`config.mk`:
```
export PLATFORM = sky130hd
export DESIGN_NAME = svm_div
export DESIGN_NICKNAME = d
export VERILOG_FILES = /design/src/rtl/svm_pkg.sv /design/src/rtl/svm_div.sv
export SDC_FILE = /design/constraint.sdc
export NUM_CORES = 1
export LEC_CHECK = 0
export BUFFER_PORTS_ARGS = -buffer_cell sky130_fd_sc_hd__buf_2
export CAP_MARGIN = 10
export CORE_MARGIN = 1
export CORE_UTILIZATION = 55
export DETAILED_ROUTE_END_ITERATION = 16
export GPL_TIMING_DRIVEN = 0
export PLACE_DENSITY = 0.81
export SYNTH_ARGS = -nofsm -noshare
export SYNTH_HDL_FRONTEND = slang
export SYNTH_SLANG_ARGS = --single-unit
```
`constraint.sdc`:
```
create_clock -name clk -period 5.5 [get_ports clk]
set_input_delay 0.275 -clock clk [delete_from_list [all_inputs] [get_ports clk]]
set_output_delay 0.275 -clock clk [all_outputs]
set_load 0.02 [all_outputs]
```
`src/rtl/svm_pkg.sv`:
```
`timescale 1ns / 1ps
// ----------------------------------------------------------------------------
// svm_pkg: shared types and constants of the stack machine execute unit
// Opcode numbers, action and status codes, widths and the divider interface.
// ----------------------------------------------------------------------------
package svm_pkg;

	localparam int MemWords  = 65536;
	localparam int CodeWords = 65536;
	localparam int MemAw     = $clog2(MemWords);
	localparam int CodeAw    = $clog2(CodeWords);
	localparam int PtrW      = 19;
	localparam int PcOutW    = 16;

	localparam logic [1:0] ACT_PRELOAD = 2'd0;
	localparam logic [1:0] ACT_START   = 2'd1;
	localparam logic [1:0] ACT_EXEC    = 2'd2;

	localparam logic [2:0] ST_OK     = 3'd0;
	localparam logic [2:0] ST_EXIT   = 3'd1;
	localparam logic [2:0] ST_HOST   = 3'd2;
	localparam logic [2:0] ST_BADOP  = 3'd3;
	localparam logic [2:0] ST_DIVZ   = 3'd4;
	localparam logic [2:0] ST_IDLE   = 3'd5;

	localparam logic [5:0] OP_IMM = 6'd0,  OP_LEA = 6'd1,  OP_JMP = 6'd2,  OP_JSR = 6'd3;
	localparam logic [5:0] OP_BZ  = 6'd4,  OP_BNZ = 6'd5,  OP_ENT = 6'd6,  OP_ADJ = 6'd7;
	localparam logic [5:0] OP_LEV = 6'd8,  OP_LI  = 6'd9,  OP_LC  = 6'd10, OP_SI  = 6'd11;
	localparam logic [5:0] OP_SC  = 6'd12, OP_PSH = 6'd13, OP_OR  = 6'd14, OP_XOR = 6'd15;
	localparam logic [5:0] OP_AND = 6'd16, OP_EQ  = 6'd17, OP_NE  = 6'd18, OP_LT  = 6'd19;
	localparam logic [5:0] OP_GT  = 6'd20, OP_LE  = 6'd21, OP_GE  = 6'd22, OP_SHL = 6'd23;
	localparam logic [5:0] OP_SHR = 6'd24, OP_ADD = 6'd25, OP_SUB = 6'd26, OP_MUL = 6'd27;
	localparam logic [5:0] OP_DIV = 6'd28, OP_MOD = 6'd29, OP_H0  = 6'd30, OP_H7  = 6'd37;
	localparam logic [5:0] OP_EXIT = 6'd38;

	typedef struct packed {
		logic        start;
		logic        is_mod;
		logic [31:0] dividend;
		logic [31:0] divisor;
	} div_req_t;

	typedef struct packed {
		logic        done;
		logic [31:0] value;
	} div_rsp_t;

endpackage

```
`src/rtl/svm_div.sv`:
```
`timescale 1ns / 1ps
// ----------------------------------------------------------------------------
// svm_div: signed radix-2 divider
// One quotient bit per cycle; gives the signed quotient or remainder.
// ----------------------------------------------------------------------------
module svm_div (
	input  logic              clk,
	input  logic              arst_n,
	input  svm_pkg::div_req_t req,
	output svm_pkg::div_rsp_t rsp
);
	import svm_pkg::*;

	logic [31:0] rem_q, quo_q, dsr_q;
	logic        neg_q, is_mod_q, busy_q, done_q;
	logic [5:0]  cnt_q;
	logic [32:0] trial;
	logic [31:0] rem_sh;

	assign rem_sh = {rem_q[30:0], quo_q[31]};
	assign trial  = {1'b0, rem_sh} - {1'b0, dsr_q};

	// iterate one bit a cycle
	always_ff @(posedge clk or negedge arst_n) begin
		if (!arst_n) begin
			busy_q <= 1'b0;
			done_q <= 1'b0;
			cnt_q  <= '0;
		end else begin
			done_q <= 1'b0;
			if (req.start) begin
				busy_q <= 1'b1;
				cnt_q  <= 6'd32;
			end else if (busy_q) begin
				cnt_q <= cnt_q - 6'd1;
				if (cnt_q == 6'd1) begin
					busy_q <= 1'b0;
					done_q <= 1'b1;
				end
			end
		end
	end

	always_ff @(posedge clk) begin
		if (req.start) begin
			rem_q    <= '0;
			quo_q    <= req.dividend[31] ? 32'd0 - req.dividend : req.dividend;
			dsr_q    <= req.divisor[31] ? 32'd0 - req.divisor : req.divisor;
			neg_q    <= req.is_mod ? req.dividend[31] : (req.dividend[31] ^ req.divisor[31]);
			is_mod_q <= req.is_mod;
		end else if (busy_q) begin
			if (!trial[32]) begin
				rem_q <= trial[31:0];
				quo_q <= {quo_q[30:0], 1'b1};
			end else begin
				rem_q <= rem_sh;
				quo_q <= {quo_q[30:0], 1'b0};
			end
		end
	end

	assign rsp.done  = done_q;
	assign rsp.value = is_mod_q ? (neg_q ? 32'd0 - rem_q : rem_q)
	                            : (neg_q ? 32'd0 - quo_q : quo_q);
endmodule

```
==> summary.md <==
| Metric | Value |
|---|---|
| Outcome | finished clean |
| Die area | 0.0162 mm^2 |
| Final TNS setup | 0 ps |
| Synth Instances | 1025 |
| Clock sinks | 106 |
| Final Critical Period | 4380 ps |
| Max cap viols | 0 |
| Initial antenna violation count | 0 |
| Commonest register cell after synthesis | edfxtp_1 |
| Hold_sp | req[64] |
| Worst flop-to-flop path startpoint | quo_q[31] |
| Cell row count | 45 |
| Final setup violation count | 0 |
| IO Pins | 101 |
| PostCTS Resize Cnt | 0 |
| N_diodes | 0 |
| CP arrival | 4100 ps |
| First-pass GRT wire length | 34800 um |
| Total clock buffers created by CTS | 9 |
| Unrepaired setup endpoints after global routing | false |
| Clock Latency Late Sink | 360 ps |
| Buffer count from post-CTS setup fixing | 0 |
| Vias per cell | 5.93 |
| Worst Hold Class | in -> reg |
| Leakage | 0.00398 uW |
| GRT Total Usage | 0.270 |
| Final instance area | 0.00966 mm^2 |
| Via Count | 8023 |
| Initial core utilization | 0.564 |
| Clk root buf | clkbuf_16 |
| DIE HEIGHT | 127 um |
| Post-synth cell types | 60 |
| Synthesized area | 0.00861 mm^2 |
| Slew margin rel. | 0.326 |
| WL/cell | 15.8 um |
| Synthesis-to-finish area growth | 12.2% |
| WS Path Type | reg -> out |
| P per Cell Area | 307 mW/mm^2 |
| Remaining DRCs | 0 |
| Antenna viol nets, final | 0 |
| Routability cong. | 0.921 |
| CTS H-tree depth | 3 |
| First DRT Iteration DRCs | 646 |
| Filler cells | 1333 |
| WP data required | 5220 ps |
| Synth async-reset ratio | 0.0755 |
| Critical Path Fanout Max | 8 |
| Slew Viols, Final | 0 |
| Multi-input logic area | 0.00541 mm^2 |
| CP startpoint | rem_q[6] |
| Layout cells sized above 1 | 0.108 |
| CTS Buffer Depth | 2 |
| Startpoint Class | flip-flop |
| Number of global-route vias before repair | 7467 |
| Syn_area_per_cell | 8.40 um^2 |
| Largest net degree at the start of global routing | 38 |
| Routed WL | 21300 um |
| Register bit total from synthesis | 106 |
| CTS tree | built |
| Setup ws final | 1120 ps |
| Detail Placement HPWL | 16600 um |
| Layout net count | 1245 |
| FMAX | 228 MHz |
| Peak supply drop | 0.192 mV |
| IO Port Bufs | 100 |
| EDFF count, synth | 66 |
| Post-synthesis sequential area ratio | 0.328 |
| Place WS | 1430 ps |
| Period utilisation layout | 0.796 |
| CORE AREA | 0.0153 mm^2 |
| Final Skew | 7.17 ps |
| Synth warnings | 0 |
| 1st-pass router iterations | 5 |
| Die width | 127 um |
| Worst Max-Slew Pin Slew | 986 ps |
| CP endpoint kind | primary output |
| Mapped Nets | 1132 |
| Total grt overflow | 0 |
| Placed Area | 0.00937 mm^2 |
| Fin. Hold Viols | 0 |
| Clock transition at path regs | 70 ps |
| Register area | 0.00282 mm^2 |
synthesized netlist by cell type (2+ instances only):
cell	instances	area [um^2]
nor3b_1	5	37.5
o2111ai_1	3	26.3
clkbuf_1	44	165
nand4b_1	2	17.5
or4_1	26	195
nor2_1	115	432
a21o_1	19	143
nand2b_1	14	87.6
mux2i_1	12	120
xnor2_1	75	657
nand4_1	8	50.1
o31ai_1	36	270
edfxtp_1	66	1980
nand2_1	74	278
dfrtp_1	8	200
or4_4	3	33.8
nor3_1	17	85.1
o211a_1	3	30.0
o41ai_1	14	123
o211ai_1	3	22.5
nor4_1	3	18.8
nand3b_1	3	22.5
o22ai_1	2	12.5
ha_1	38	475
a31oi_1	4	25.0
a32oi_1	2	17.5
nand3_1	3	15.0
o21bai_1	4	30.0
a21boi_0	3	22.5
a211oi_1	19	143
buf_1	6	22.5
o21ai_0	74	370
a21oi_1	100	500
inv_1	47	176
o21a_1	6	45.0
and3_1	5	31.3
or2_2	2	12.5
nor2b_1	8	50.1
or3_1	21	131
dfxtp_1	32	641
or3_4	4	45.0
xor2_1	74	648
layout make-up:
type | instances | area share
plain buffers | 51 | 0.0202
well taps | 211 | 0.0273
multi-input cells | 821 | 0.560
flip-flops and latches | 106 | 0.292
repair buffers | 102 | 0.0557
clock buffers | 16 | 0.0260
inverters | 47 | 0.0183
sequential cells by signal, summed over array words and instances, names as in the netlist:
name,flops
neg_q,1
quo_q,32
done_q,1
rem_q,32
busy_q,1
cnt_q,6
dsr_q,32
is_mod_q,1
timing repair:
action                                  in CTS  in global routing
hold buffers                                 1                  0
hold endpoints to repair                     8                  0
endpoints found under the setup margin       0                  0
placed cells by master (no fill, tap or decap), types with 36 or more instances in the layout:
master | netlist | final
inv_1 | 47 | 47
edfxtp_1 | 66 | 66
xnor2_1 | 75 | 75
buf_2 | 0 | 100
nor2_1 | 115 | 115
xor2_1 | 74 | 74
o21ai_0 | 74 | 74
o31ai_1 | 36 | 36
ha_1 | 38 | 38
clkbuf_1 | 44 | 51
a21oi_1 | 100 | 100
nand2_1 | 74 | 74
per-stage QoR:
| stage | hold slack (ps) | power [uW] | cells | util |
|---|---|---|---|---|
| 2_1_floorplan | -20.6 | 2000 | 1025 | - |
| 3_3_place_gp | 136 | 2330 | 1336 | 0.614 |
| 3_5_place_dp | 138 | 2360 | 1336 | 0.614 |
| 4_1_cts | 90.8 | 2960 | 1353 | 0.631 |
| 5_1_grt | 97.2 | 3130 | 1354 | 0.633 |
| 6_report | 101 | 2960 | 1354 | 0.633 |
metal layers:
metal  track usage  share of wire
met1         0.352           0.44
met2         0.464           0.49
met3        0.0469          0.057
met4        0.0686          0.013
met5             0              0
power by group:
group	switching, uW	leakage, uW	total [uW]	internal, uW
sequential	115	0.00102	1080	964
clock	292	0.000119	601	310
combinational	770	0.00284	1280	513
total	1180	0.00398	2960	1790
final timing paths:
check	end	slack (ps)	cells past startpoint
max in group asynchronous	cnt_q[5]	5000	2
max	rsp[30]	1120	10
min in group asynchronous	cnt_q[3]	300	2
min reg2reg	cnt_q[5]	540	2
min	is_mod_q	100	1
max reg2reg	rem_q[5]	1190	14
critical path: stages, from the launching register on:
cell and delay, ps:
dfxtp_1 410, or4_1 610, or4_1 470, or3_1 420, nand2b_1 200, or4_1 500, or4_1 510, o21ai_0 200
xor2_1 90, a21oi_1 160, buf_2 180
logic make-up after synthesis:
group | synth area share
compound gates | 0.218
flops | 0.328
mux | 0.0166
fa+ha+maj | 0.0576
buf+inv | 0.0432
simple gates | 0.186
xor+xnor | 0.152
Note: power is estimated with default switching activity, not from simulation.
